File: src/rtl/fpi_pkg.sv
// shared types and constants of the four-point sample interpolator
`timescale 1ns / 1ps

package fpi_pkg;

    // method register codes
    localparam int            METHOD_W       = 2;
    localparam logic [1:0]    METHOD_HERMITE = 2'd0;
    localparam logic [1:0]    METHOD_CUBIC   = 2'd1;
    localparam logic [1:0]    METHOD_LINEAR  = 2'd2;

    // input command codes
    localparam logic          CMD_EVAL       = 1'b0;
    localparam logic          CMD_PUSH       = 1'b1;

    // register port
    localparam int            APB_ADDR_W     = 3;
    localparam int            APB_DATA_W     = 32;
    localparam logic          REG_METHOD_IDX = 1'b0;

    // status of the queue between front and back
    typedef struct packed {
        logic full;
        logic valid;
    } q_status_t;

    // back end sequencer
    typedef enum logic [1:0] {
        BK_IDLE,
        BK_MAC,
        BK_FINISH
    } back_state_t;

endpackage

File: src/rtl/fpi_queue.sv
// two-entry queue of classified items between front and back
`timescale 1ns / 1ps

module fpi_queue import fpi_pkg::*; #(
    parameter int WIDTH = 8
) (
    input  logic             aclk,
    input  logic             aresetn,
    input  logic             push,
    input  logic [WIDTH-1:0] wr_data,
    input  logic             pop,
    output logic [WIDTH-1:0] rd_data,
    output q_status_t        q_status
);

    logic [WIDTH-1:0] mem_reg [2];
    logic             wr_ptr_reg;
    logic             rd_ptr_reg;
    logic [1:0]       count_reg;
    logic [1:0]       count_next;

    assign q_status.full  = (count_reg == 2'd2);
    assign q_status.valid = (count_reg != 2'd0);
    assign rd_data        = mem_reg[rd_ptr_reg];

    always_comb begin
        count_next = count_reg;
        if (push && !pop) begin
            count_next = count_reg + 2'd1;
        end else if (pop && !push) begin
            count_next = count_reg - 2'd1;
        end
    end

    always_ff @(posedge aclk) begin
        if (!aresetn) begin
            wr_ptr_reg <= 1'b0;
            rd_ptr_reg <= 1'b0;
            count_reg  <= 2'd0;
        end else begin
            count_reg <= count_next;
            if (push) begin
                wr_ptr_reg <= ~wr_ptr_reg;
            end
            if (pop) begin
                rd_ptr_reg <= ~rd_ptr_reg;
            end
        end
    end

    always_ff @(posedge aclk) begin
        if (push) begin
            mem_reg[wr_ptr_reg] <= wr_data;
        end
    end

endmodule

File: src/rtl/fpi_front.sv
// front end: sample window and polynomial coefficients per method
`timescale 1ns / 1ps

module fpi_front import fpi_pkg::*; #(
    parameter int SAMPLE_WIDTH   = 16,
    parameter int FRACTION_WIDTH = 16
) (
    input  logic                                          aclk,
    input  logic                                          aresetn,
    input  logic                                          s_valid,
    output logic                                          s_ready,
    input  logic                                          s_cmd,
    input  logic signed [SAMPLE_WIDTH-1:0]                s_new_sample,
    input  logic        [FRACTION_WIDTH-1:0]              s_fraction,
    input  logic        [METHOD_W-1:0]                    method,
    input  q_status_t                                     q_status,
    output logic                                          q_push,
    output logic [4*(SAMPLE_WIDTH+4)+FRACTION_WIDTH-1:0]  q_data
);

    localparam int DW = SAMPLE_WIDTH + 4;

    logic signed [SAMPLE_WIDTH-1:0] window_reg  [4];
    logic signed [SAMPLE_WIDTH-1:0] window_next [4];
    logic signed [DW-1:0]           x0, x1, x2, x3;
    logic signed [DW-1:0]           d0, d1, d2, d3;
    logic signed [DW-1:0]           a_term;
    logic signed [DW-1:0]           diff12;
    logic                           accept;

    assign s_ready = !q_status.full;
    assign accept  = s_valid && s_ready;
    assign q_push  = accept;

    always_comb begin
        if (s_cmd == CMD_PUSH) begin
            window_next[0] = window_reg[1];
            window_next[1] = window_reg[2];
            window_next[2] = window_reg[3];
            window_next[3] = s_new_sample;
        end else begin
            window_next[0] = window_reg[0];
            window_next[1] = window_reg[1];
            window_next[2] = window_reg[2];
            window_next[3] = window_reg[3];
        end
    end

    assign x0 = DW'(window_next[0]);
    assign x1 = DW'(window_next[1]);
    assign x2 = DW'(window_next[2]);
    assign x3 = DW'(window_next[3]);

    // coefficients of the doubled polynomial d3 t^3 + d2 t^2 + d1 t + d0
    always_comb begin
        a_term = x3 - x2 - x0 + x1;
        diff12 = x1 - x2;
        unique case (method)
            METHOD_HERMITE: begin
                d0 = x1 <<< 1;
                d1 = x2 - x0;
                d2 = (x0 <<< 1) - ((x1 <<< 2) + x1) + (x2 <<< 2) - x3;
                d3 = x3 - x0 + (diff12 <<< 1) + diff12;
            end
            METHOD_CUBIC: begin
                d0 = x1 <<< 1;
                d1 = (x2 - x0) <<< 1;
                d2 = (x0 - x1 - a_term) <<< 1;
                d3 = a_term <<< 1;
            end
            default: begin
                // linear, also for the unused code
                d0 = x1 <<< 1;
                d1 = (x2 - x1) <<< 1;
                d2 = '0;
                d3 = '0;
            end
        endcase
    end

    assign q_data = {d3, d2, d1, d0, s_fraction};

    always_ff @(posedge aclk) begin
        if (!aresetn) begin
            for (int i = 0; i < 4; i++) begin
                window_reg[i] <= '0;
            end
        end else if (accept) begin
            for (int i = 0; i < 4; i++) begin
                window_reg[i] <= window_next[i];
            end
        end
    end

endmodule

File: src/rtl/fpi_back.sv
// back end: chunked horner evaluation, rounding, saturation and output register
`timescale 1ns / 1ps

module fpi_back import fpi_pkg::*; #(
    parameter int SAMPLE_WIDTH   = 16,
    parameter int FRACTION_WIDTH = 16
) (
    input  logic                                          aclk,
    input  logic                                          aresetn,
    input  q_status_t                                     q_status,
    input  logic [4*(SAMPLE_WIDTH+4)+FRACTION_WIDTH-1:0]  q_data,
    output logic                                          q_pop,
    output logic                                          m_valid,
    input  logic                                          m_ready,
    output logic signed [SAMPLE_WIDTH-1:0]                m_sample_out,
    output logic                                          m_clipped
);

    localparam int DW     = SAMPLE_WIDTH + 4;
    localparam int QW     = 4 * DW + FRACTION_WIDTH;
    localparam int CW     = 32;
    localparam int AW     = SAMPLE_WIDTH + 5 + 3 * FRACTION_WIDTH;
    localparam int AWM    = SAMPLE_WIDTH + 5 + 2 * FRACTION_WIDTH;
    localparam int NCH    = (AWM + CW - 1) / CW;
    localparam int EW     = NCH * CW;
    localparam int ACC_W  = (AW > EW) ? AW : EW;
    localparam int PW     = CW + FRACTION_WIDTH + 2;
    localparam int XW     = (PW > ACC_W) ? PW : ACC_W;
    localparam int CNT_W  = (NCH > 1) ? $clog2(NCH) : 1;
    localparam int RND_SH = 3 * FRACTION_WIDTH + 1;

    localparam logic [1:0]       LAST_STEP = 2'd2;
    localparam logic [CNT_W-1:0] LAST_CHUNK = CNT_W'(NCH - 1);
    localparam logic [ACC_W-1:0] HALF =
        {{(ACC_W-1){1'b0}}, 1'b1} << (3 * FRACTION_WIDTH);
    localparam logic signed [ACC_W-1:0] SAT_MAX =
        {{(ACC_W-SAMPLE_WIDTH+1){1'b0}}, {(SAMPLE_WIDTH-1){1'b1}}};
    localparam logic signed [ACC_W-1:0] SAT_MIN =
        {{(ACC_W-SAMPLE_WIDTH+1){1'b1}}, {(SAMPLE_WIDTH-1){1'b0}}};

    back_state_t                     state_reg, state_next;
    logic        [CNT_W-1:0]         chunk_reg;
    logic        [1:0]               step_reg;
    logic        [EW-1:0]            opnd_reg;
    logic signed [ACC_W-1:0]         acc_reg;
    logic        [FRACTION_WIDTH-1:0] frac_reg;
    logic signed [DW-1:0]            d2_reg, d1_reg, d0_reg;
    logic                            m_valid_reg;
    logic signed [SAMPLE_WIDTH-1:0]  sample_reg;
    logic                            clipped_reg;

    logic signed [DW-1:0]            d3_in, d2_in, d1_in, d0_in;
    logic        [FRACTION_WIDTH-1:0] frac_in;
    logic                            out_free;
    logic                            last_chunk;
    logic                            first_chunk;
    logic                            load_item;
    logic                            mac_en;
    logic                            finish_en;
    logic        [CW-1:0]            chunk;
    logic signed [CW:0]              mul_a;
    logic signed [FRACTION_WIDTH:0]  mul_b;
    logic signed [PW-1:0]            prod;
    logic signed [XW-1:0]            prod_x;
    logic signed [ACC_W-1:0]         prod_a;
    logic signed [ACC_W-1:0]         dterm;
    logic signed [ACC_W-1:0]         acc_shift;
    logic signed [ACC_W-1:0]         acc_sum;
    logic signed [ACC_W-1:0]         rnd;
    logic signed [ACC_W-1:0]         quot;

    assign d3_in   = q_data[QW-1 -: DW];
    assign d2_in   = q_data[QW-DW-1 -: DW];
    assign d1_in   = q_data[QW-2*DW-1 -: DW];
    assign d0_in   = q_data[QW-3*DW-1 -: DW];
    assign frac_in = q_data[FRACTION_WIDTH-1:0];

    assign out_free    = !m_valid_reg || m_ready;
    assign last_chunk  = (chunk_reg == LAST_CHUNK);
    assign first_chunk = (chunk_reg == '0);

    // next state
    always_comb begin
        state_next = state_reg;
        unique case (state_reg)
            BK_IDLE: begin
                if (q_status.valid) begin
                    state_next = BK_MAC;
                end
            end
            BK_MAC: begin
                if (last_chunk && (step_reg == LAST_STEP)) begin
                    state_next = BK_FINISH;
                end
            end
            BK_FINISH: begin
                if (out_free) begin
                    state_next = q_status.valid ? BK_MAC : BK_IDLE;
                end
            end
            default: begin
                state_next = BK_IDLE;
            end
        endcase
    end

    // sequencer outputs
    always_comb begin
        load_item = 1'b0;
        mac_en    = 1'b0;
        finish_en = 1'b0;
        unique case (state_reg)
            BK_IDLE: begin
                load_item = q_status.valid;
            end
            BK_MAC: begin
                mac_en = 1'b1;
            end
            BK_FINISH: begin
                finish_en = out_free;
                load_item = out_free && q_status.valid;
            end
            default: begin
                load_item = 1'b0;
            end
        endcase
    end

    assign q_pop = load_item;

    // one chunk of the operand times the fraction, top chunk signed
    assign chunk  = opnd_reg[EW-1 -: CW];
    assign mul_a  = first_chunk ? {chunk[CW-1], chunk} : {1'b0, chunk};
    assign mul_b  = {1'b0, frac_reg};
    assign prod   = mul_a * mul_b;
    assign prod_x = XW'(prod);
    assign prod_a = prod_x[ACC_W-1:0];

    always_comb begin
        unique case (step_reg)
            2'd0:    dterm = ACC_W'(d2_reg) << FRACTION_WIDTH;
            2'd1:    dterm = ACC_W'(d1_reg) << (2 * FRACTION_WIDTH);
            default: dterm = ACC_W'(d0_reg) << (3 * FRACTION_WIDTH);
        endcase
    end

    assign acc_shift = first_chunk ? '0 : (acc_reg << CW);
    assign acc_sum   = acc_shift + prod_a + (last_chunk ? dterm : '0);

    // round half away from zero: floor((A + half - neg) / 2^(3F+1))
    assign rnd  = acc_reg + HALF - {{(ACC_W-1){1'b0}}, acc_reg[ACC_W-1]};
    assign quot = rnd >>> RND_SH;

    always_ff @(posedge aclk) begin
        if (!aresetn) begin
            state_reg   <= BK_IDLE;
            chunk_reg   <= '0;
            step_reg    <= 2'd0;
            m_valid_reg <= 1'b0;
        end else begin
            state_reg <= state_next;
            if (load_item) begin
                chunk_reg <= '0;
                step_reg  <= 2'd0;
            end else if (mac_en) begin
                if (last_chunk) begin
                    chunk_reg <= '0;
                    step_reg  <= step_reg + 2'd1;
                end else begin
                    chunk_reg <= chunk_reg + CNT_W'(1);
                end
            end
            if (finish_en) begin
                m_valid_reg <= 1'b1;
            end else if (m_ready) begin
                m_valid_reg <= 1'b0;
            end
        end
    end

    always_ff @(posedge aclk) begin
        if (load_item) begin
            opnd_reg <= EW'(d3_in);
            d2_reg   <= d2_in;
            d1_reg   <= d1_in;
            d0_reg   <= d0_in;
            frac_reg <= frac_in;
        end else if (mac_en) begin
            opnd_reg <= last_chunk ? acc_sum[EW-1:0] : (opnd_reg << CW);
        end
        if (mac_en) begin
            acc_reg <= acc_sum;
        end
        if (finish_en) begin
            if (quot > SAT_MAX) begin
                sample_reg  <= SAT_MAX[SAMPLE_WIDTH-1:0];
                clipped_reg <= 1'b1;
            end else if (quot < SAT_MIN) begin
                sample_reg  <= SAT_MIN[SAMPLE_WIDTH-1:0];
                clipped_reg <= 1'b1;
            end else begin
                sample_reg  <= quot[SAMPLE_WIDTH-1:0];
                clipped_reg <= 1'b0;
            end
        end
    end

    assign m_valid      = m_valid_reg;
    assign m_sample_out = sample_reg;
    assign m_clipped    = clipped_reg;

endmodule

File: src/rtl/four_point_sample_interpolator.sv
// top level of the four-point sample interpolator with its register port
`timescale 1ns / 1ps

// channel   direction  handshake          payload
// s_        in         s_valid/s_ready    s_cmd, s_new_sample, s_fraction
// m_        out        m_valid/m_ready    m_sample_out, m_clipped
// apb       in         psel/penable       paddr, pwrite, pwdata, prdata, pready
//
// the front takes one beat per cycle while the two-entry queue has room
// the back runs each horner step (d2, d1, d0) through its shared chunk multiplier in NCH
// chunks, NCH = ceil((SAMPLE_WIDTH+5+2*FRACTION_WIDTH)/32), then rounds and saturates;
// NCH is 2 at the default widths
// a result waits in the output register while the back starts the next beat
// synchronous active-low reset clears the window to zero and method to hermite

module four_point_sample_interpolator import fpi_pkg::*; #(
    parameter int SAMPLE_WIDTH   = 16,
    parameter int FRACTION_WIDTH = 16
) (
    input  logic                              aclk,
    input  logic                              aresetn,
    // input beats
    input  logic                              s_valid,
    output logic                              s_ready,
    input  logic                              s_cmd,
    input  logic signed [SAMPLE_WIDTH-1:0]    s_new_sample,
    input  logic        [FRACTION_WIDTH-1:0]  s_fraction,
    // result beats
    output logic                              m_valid,
    input  logic                              m_ready,
    output logic signed [SAMPLE_WIDTH-1:0]    m_sample_out,
    output logic                              m_clipped,
    // register port
    input  logic                              psel,
    input  logic                              penable,
    input  logic                              pwrite,
    input  logic        [APB_ADDR_W-1:0]      paddr,
    input  logic        [APB_DATA_W-1:0]      pwdata,
    output logic        [APB_DATA_W-1:0]      prdata,
    output logic                              pready
);

    localparam int DW = SAMPLE_WIDTH + 4;
    localparam int QW = 4 * DW + FRACTION_WIDTH;

    logic [METHOD_W-1:0] method_reg;
    logic                reg_sel;
    logic                reg_write;
    q_status_t           q_status;
    logic                q_push;
    logic                q_pop;
    logic [QW-1:0]       q_wr_data;
    logic [QW-1:0]       q_rd_data;

    // register access: only the method register exists, word index from paddr[2]
    assign pready    = 1'b1;
    assign reg_sel   = (paddr[2] == REG_METHOD_IDX);
    assign reg_write = psel && penable && pwrite && pready;
    assign prdata    = reg_sel ? {{(APB_DATA_W-METHOD_W){1'b0}}, method_reg} : '0;

    always_ff @(posedge aclk) begin
        if (!aresetn) begin
            method_reg <= METHOD_HERMITE;
        end else if (reg_write && reg_sel) begin
            method_reg <= pwdata[METHOD_W-1:0];
        end
    end

    // front: window update and coefficients
    fpi_front #(
        .SAMPLE_WIDTH   (SAMPLE_WIDTH),
        .FRACTION_WIDTH (FRACTION_WIDTH)
    ) u_front (
        .aclk         (aclk),
        .aresetn      (aresetn),
        .s_valid      (s_valid),
        .s_ready      (s_ready),
        .s_cmd        (s_cmd),
        .s_new_sample (s_new_sample),
        .s_fraction   (s_fraction),
        .method       (method_reg),
        .q_status     (q_status),
        .q_push       (q_push),
        .q_data       (q_wr_data)
    );

    // decouples the front from the multi-cycle back
    fpi_queue #(
        .WIDTH (QW)
    ) u_queue (
        .aclk     (aclk),
        .aresetn  (aresetn),
        .push     (q_push),
        .wr_data  (q_wr_data),
        .pop      (q_pop),
        .rd_data  (q_rd_data),
        .q_status (q_status)
    );

    // back: horner in chunks, rounding and saturation
    fpi_back #(
        .SAMPLE_WIDTH   (SAMPLE_WIDTH),
        .FRACTION_WIDTH (FRACTION_WIDTH)
    ) u_back (
        .aclk         (aclk),
        .aresetn      (aresetn),
        .q_status     (q_status),
        .q_data       (q_rd_data),
        .q_pop        (q_pop),
        .m_valid      (m_valid),
        .m_ready      (m_ready),
        .m_sample_out (m_sample_out),
        .m_clipped    (m_clipped)
    );

endmodule
File: config.mk
export PLATFORM = sky130hd
export DESIGN_NAME = four_point_sample_interpolator
export DESIGN_NICKNAME = d
export VERILOG_FILES = /design/src/rtl/fpi_pkg.sv /design/src/rtl/fpi_queue.sv /design/src/rtl/fpi_front.sv /design/src/rtl/fpi_back.sv /design/src/rtl/four_point_sample_interpolator.sv
export SDC_FILE = /design/constraint.sdc
export NUM_CORES = 2
export LEC_CHECK = 0
export ABC_AREA = 1
export BUFFER_PORTS_ARGS = -buffer_cell sky130_fd_sc_hd__clkbuf_2
export CORE_MARGIN = 4
export CORE_UTILIZATION = 40
export CTS_CLUSTER_SIZE = 28
export DETAILED_ROUTE_END_ITERATION = 8
export GPL_ROUTABILITY_DRIVEN = 0
export GPL_TIMING_DRIVEN = 1
export HOLD_SLACK_MARGIN = 0.03
export PLACE_DENSITY = 0.52
export RECOVER_POWER = 100
export SLEW_MARGIN = 20
export SYNTH_ARGS = -nofsm -noshare
export SYNTH_HDL_FRONTEND = slang
export SYNTH_HIERARCHICAL = 1
export SYNTH_SLANG_ARGS = --single-unit
File: constraint.sdc
create_clock -name aclk -period 12.1 [get_ports aclk]
set_input_delay 2.42 -clock aclk [delete_from_list [all_inputs] [get_ports aclk]]
set_output_delay 2.42 -clock aclk [all_outputs]
set_load 0.03 [all_outputs]
# Word level (Yosys, flattened, before mapping)
# Memories as Yosys holds them, arrays and structs flattened. A register that Yosys moved wholly into a read port is not among the register bits.
# Index checks and enable logic that the tools add are counted.
# op_classes
n_mul	1
mux	38
n_lt_le_gt_ge	2
add_sub_neg	23
n_eq_ne	9
bitwise	8
n_reduce_logical	23
# ops
op	count
two-way mux 64 bit	4
adder 69 bit	2
two-way mux 69 bit	2
case mux 69 bit (2 select lines)	1
case mux 20 bit (2 select lines)	3
subtractor 16 x 16 -> 17 bit	6
two-way mux 16 bit	5
adder 69 x 49 -> 69 bit (second input constant)	1
subtractor 69 x 1 -> 69 bit	1
multiplier 33 x 17 -> 50 bit	1
adder 20 bit	2
two-way mux 33 bit	1
adder 20 x 18 -> 20 bit	1
> comparator 20 x 16 -> 1 bit (second input constant)	1
< comparator 20 x 16 -> 1 bit (second input constant)	1
subtractor 17 x 19 -> 20 bit	1
subtractor 20 x 16 -> 20 bit	1
adder 18 x 16 -> 19 bit	1
adder 19 x 16 -> 19 bit	1
subtractor 19 bit	1
subtractor 17 x 16 -> 18 bit	1
two-way mux 1 bit	14
two-way mux 2 bit	6
logical AND 1 bit	8
17 further kinds	38
# word_totals
n_memories	2
word_cells	122
ff_bits	238
in_bits	75
ramBits	254
output_inout_bits	52
# memory_table
name	words	width	read_ports	rd_clocked_by_memory_dff	wr	line	rtl
u_queue.mem_reg	2	95	1	1	1	fpi_queue.sv:16	logic [WIDTH-1:0] mem_reg [2];
u_front.window_reg	4	16	4	0	4	fpi_front.sv:23	logic signed [SAMPLE_WIDTH-1:0] window_reg [4];

# Depth between registers and ports, before layout
# logic_depth
depth_word	7
ltp_mapped	47
depth_no_buf	45

# Modules after synthesis
# The synthesis kept the hierarchy.
# modules_own_cells
mod	cells_each	area_per_inst_um2	seq_area_each_um2	instances
fpi_back	4879	37305.8	6906.6	1
fpi_front	1897	13860.8	1921.8	1
fpi_queue	334	7355.8	5865.6	1
four_point_sample_interpolator	56	366.6	40.0	1

# Worst setup path after synthesis
# No wires, ideal clock.
# synth_path
kind	reg-to-reg
start	reg u_back.chunk_reg
end	reg u_back.opnd_reg[59], data pin
stages_incl_launch_ff	36
n_path_buf	3
synth_period_minus_slack_ns	9.468
arrival_ns	9.204
slack_ns	2.632
required_ns	11.836
setup_ns	0.264
path_cell_list	dfxtp_1 > clkbuf_1 > clkbuf_1 > clkbuf_1 > nor2_1 > inv_1 > fa_1 > fa_1 > inv_1 > fa_1 > inv_1 > fa_1 > fa_1 > fa_1 > inv_1 > ha_1 > inv_1 > nor3_1 > nand2_1 > nor3_1 > nand3_1 > nand3_1 > xor2_1 > fa_1 > inv_1 > ha_1 > a21o_1 > a21oi_1 > o21ai_0 > a21oi_1 > nand3_1 > a21oi_1 > xor2_1 > nand2_1 > nand2_1 > nand2_1
# synth_via
elab_chain_len	7
word_cells_on_any_way	9
cone_classes	2 x add/sub; 1 x mul; 6 x mux
# synth_lines
item	line	rtl
from (decl)	fpi_back.sv:42	logic [CNT_W-1:0] chunk_reg;
from (signal assigned)	fpi_back.sv:170	chunk_reg <= chunk_reg + CNT_W'(1);
two-way mux 33 bit	fpi_back.sv:133	assign mul_a = first_chunk ? {chunk[CW-1], chunk} : {1'b0, chunk};
multiplier 33 x 17 -> 50 bit	fpi_back.sv:135	assign prod = mul_a * mul_b;
adder 69 bit (2 in series)	fpi_back.sv:148	assign acc_sum = acc_shift + prod_a + (last_chunk ? dterm : '0);
two-way mux 64 bit (*)	fpi_back.sv:189	opnd_reg <= last_chunk ? acc_sum[EW-1:0] : (opnd_reg << CW);
two-way mux 64 bit (*)	fpi_back.sv:188	end else if (mac_en) begin
two-way mux 64 bit (*)	fpi_back.sv:182	if (load_item) begin
to (signal assigned)	fpi_back.sv:183	opnd_reg <= EW'(d3_in);
to (signal assigned)	fpi_back.sv:189	
to (decl)	fpi_back.sv:44	logic [EW-1:0] opnd_reg;
# Mark *: on every way between the ends. The rest lies on a longest branch, timed or not. The select of a mux whose other input is x is not followed.
# A chain may end at the register's enable or synchronous reset.

# Final worst setup path
# layout_path
start	reg u_back.opnd_reg[63]
end	reg u_back.opnd_reg[63], data pin
# layout_via
elab_chain_len	7
# layout_lines
item	line	rtl
two-way mux 33 bit	fpi_back.sv:133	
multiplier 33 x 17 -> 50 bit	fpi_back.sv:135	
adder 69 bit (2 in series)	fpi_back.sv:148	
via u_back.acc_sum[63]	fpi_back.sv:68	logic signed [ACC_W-1:0] acc_sum;
two-way mux 64 bit	fpi_back.sv:189	
two-way mux 64 bit	fpi_back.sv:188	
two-way mux 64 bit	fpi_back.sv:182	
# The timed path passes the listed nets, and every way through them passes these cells. The select of a mux whose other input is x is not followed.

==> reports/qor.yml <==
clocking:
  post_cts_buffers: 0
  cts-buffers-inserted: 57
  post_cts_resized: 0
  root_buffer: "clkbuf_16"
  htree_num_levels: 2
  cts_hold_buffers: 0
  numClockSinks: 495
  cts_buffer_depth: 3
  cts.clk_slew.worst_paths_ns: 0.06
  cts_tree: "built"
  worstSkewPairLatency_ns: 0.66
place:
  dp_hpwl_um: 146000
  port_buffers: 63
  place_inst: 8992
  place_ws_ns: 1.14
global_route:
  grt_antenna_before_repair: 2
  met3_usage_pct: 1.98
  grtUsageMet1_pct: 31.6
  grt_pass1_wl_um: 273000
  busiest_layer: "met2"
  grt_max_degree: 71
  use_met2_pct: 39.0
  grt_pass1_vias: 46700
  grt_use_total_pct: 23.2
  grt_overflow_total: 0
logic_synthesis:
  ys_warn_count: 6
  synthFlopType: "edfxtp_1"
  synth_edf_count: 482
  async_reset_ff_share_pct: 0
  synth_cell_type_count: 72
  ys_ff_latch: 495
  synthesis.area_um2: 58900
  synth_sequential_area_ratio_pct: 25.0
  synth_cells: 7166
  postSynthAreaPerCell_um2: 8.22
timing:
  tightest_slew_ns: 4.15
  fin_ws_ns: 1.02
  slew_headroom_pct: -177
  finalClockSkew_ns: 0.0145
  drv_slew: 825
  grt_setup_unrepaired: "false"
  fin_crit_sh_pct: 91.6
  finalHoldViolCount: 0
  finalCriticalPeriod_ns: 11.08
  fin_tns_setup_ns: 0
  finalSetupViolations: 0
  max_clock_freq_mhz: 90.2
worst_setup_path:
  critical_path.most_common_cell: "fa_1"
  reg2regPathDepth: 31
  crit_arrival_ns: 11.44
  r2r_start: "u_back/opnd_reg[63]$_DFFE_PP_"
  cp_max_fo: 17
  required_ns: 12.46
  crit_slowest_cell: "edfxtp_1"
  path_class: "reg -> reg"
  cp-startpoint: "u_back/opnd_reg[63]$_DFFE_PP_"
  crit_end: "u_back/opnd_reg[63]$_DFFE_PP_"
  startpoint_type: "flop"
  end_kind: "flop"
  slowest_delay_ns: 0.84
  r2r_setup_slack_ns: 1.02
  reg2reg_to: "u_back/opnd_reg[63]$_DFFE_PP_"
die:
  die_h_um: 392
  ios: 127
  initial_core_util_pct: 40.4
  placeableCoreArea_um2: 146000
  fp.dieArea_um2: 153000
  dieWidth_um: 392
  rows: 140
cells_and_area:
  fillers: 14800
  drive_above_1_share_pct: 5.25
  nets: 8288
  fin_cells: 9100
  area_delta_synth_final_pct: 6.33
  largest_reg_flops: 192
  fin_util_pct: 42.9
min_path:
  hp-class: "reg -> reg"
  hold_start: "u_back/step_reg[0]$_SDFFE_PP0P_"
drt:
  viasPerCell: 5.07
  ant_nets: 0
  route.detailed.drc: 0
  first_pass_iters: 6
  wl_per_cell_um: 19.4
  route.vias.total: 46100
  wl_um: 177000
  drtIter0Drc: 3451
job:
  cap_violations: 15
status:
  status: "complete, but fails checks"
  violations: "max-capacitance violations, max-slew violations"
## per-layer routing
layer  vias up  wire length, um
li1      22000                -
met1     22600            78600
met2      1230            83400
met3       264             8110
met4         0             6470
met5         -                0
## cells by family (layout without fill, tap and decap cells)
kind of cell	after synthesis	count (layout)	synth area share (%)
simple gates	2514	2514	17.5
buf+inv	1927	1913	12.9
fa+ha+maj	1079	1079	31.6
compound gates	894	894	8.50
flops	495	495	25.0
xor+xnor	158	158	2.35
mux	96	96	2.09
other cells	3	34	0.0191
## worst max-delay path: cells and delay by family (launching register included)
family                     cells  cell delay (ns)
AOI/OAI and AO/OA              7             1.89
and+or+nand+nor                7             1.43
xor gates and xnor gates       2             1.02
buffers and inverters          6             1.14
DFF                            1             0.84
adders and majority gates      9             4.43
## cell usage after synthesis, types with 15 or more instances
cell type | count | area share, %
mux2_2 | 56 | 1.1
nor3_1 | 40 | 0.34
o21a_1 | 15 | 0.19
o21ai_0 | 291 | 2.5
ha_1 | 400 | 8.5
mux2_4 | 40 | 1.0
nand4_1 | 38 | 0.40
fa_1 | 679 | 23
clkbuf_1 | 168 | 1.1
nor4_1 | 15 | 0.16
a21o_1 | 44 | 0.56
nand2_1 | 1511 | 9.6
a21oi_1 | 356 | 3.0
o21ai_1 | 53 | 0.45
nor2_1 | 551 | 3.5
a31oi_1 | 24 | 0.25
inv_1 | 1632 | 10
o21bai_1 | 42 | 0.54
or2_2 | 62 | 0.66
edfxtp_1 | 482 | 25
xnor2_1 | 44 | 0.65
buf_4 | 70 | 0.89
xor2_1 | 114 | 1.7
nand3_1 | 232 | 2.0
inv_2 | 28 | 0.18
## cells in the final DEF, fill, tap and decap left out, types with 32 or more instances in the layout
master / synthesis / layout
a21oi_1: 356 / 357
edfxtp_1: 482 / 482
buf_4: 70 / 58
a21o_1: 44 / 44
ha_1: 400 / 400
clkbuf_1: 168 / 67
mux2_2: 56 / 48
o21ai_0: 291 / 329
mux2_1: 0 / 34
nand2_1: 1511 / 1510
clkbuf_16: 0 / 57
xnor2_1: 44 / 43
fa_1: 679 / 679
or2_2: 62 / 62
nand3_1: 232 / 232
nor3_1: 40 / 39
inv_1: 1632 / 1630
nand4_1: 38 / 38
xor2_1: 114 / 113
conb_1: 3 / 32
o21bai_1: 42 / 43
nor2_1: 551 / 549
## per-stage QoR
| step | area (um2) | hold WS [ns] |
|---|---|---|
| floorplan | 59000 | 0.456 |
| detailed placement | 61000 | 0.483 |
| global route | 62600 | 0.522 |
| global placement | 61000 | 0.470 |
| CTS | 62900 | 0.490 |
| finish | 62600 | 0.486 |
## worst min-delay path by stage
stage	depth (start not counted)	endpoint	slack, ns
global route	2	u_back/step_reg[1]$_SDFFE_PP0P_	0.52
CTS	2	u_back/step_reg[0]$_SDFFE_PP0P_	0.49
global placement	2	u_back/step_reg[0]$_SDFFE_PP0P_	0.47
finish	2	u_back/step_reg[0]$_SDFFE_PP0P_	0.49
floorplan	2	u_back/step_reg[1]$_SDFFE_PP0P_	0.46
detailed placement	2	u_back/step_reg[0]$_SDFFE_PP0P_	0.48
## layout make-up
type                       count  area [um2]  area share [%]
timing repair buffer         143         791            1.26
multi-input combinational   4773       36600            58.4
sequential                   495       14700            23.5
clock inverter                38         410           0.655
tap                         1917        2400            3.83
inverter                    1664        6250            9.98
clock buffer                  68        1470            2.34
antenna                        2        5.00         0.00799
Power is left out: the tool's default activity adds up to more than one toggle a clock period on the data nets, which glitch-free logic cannot reach.
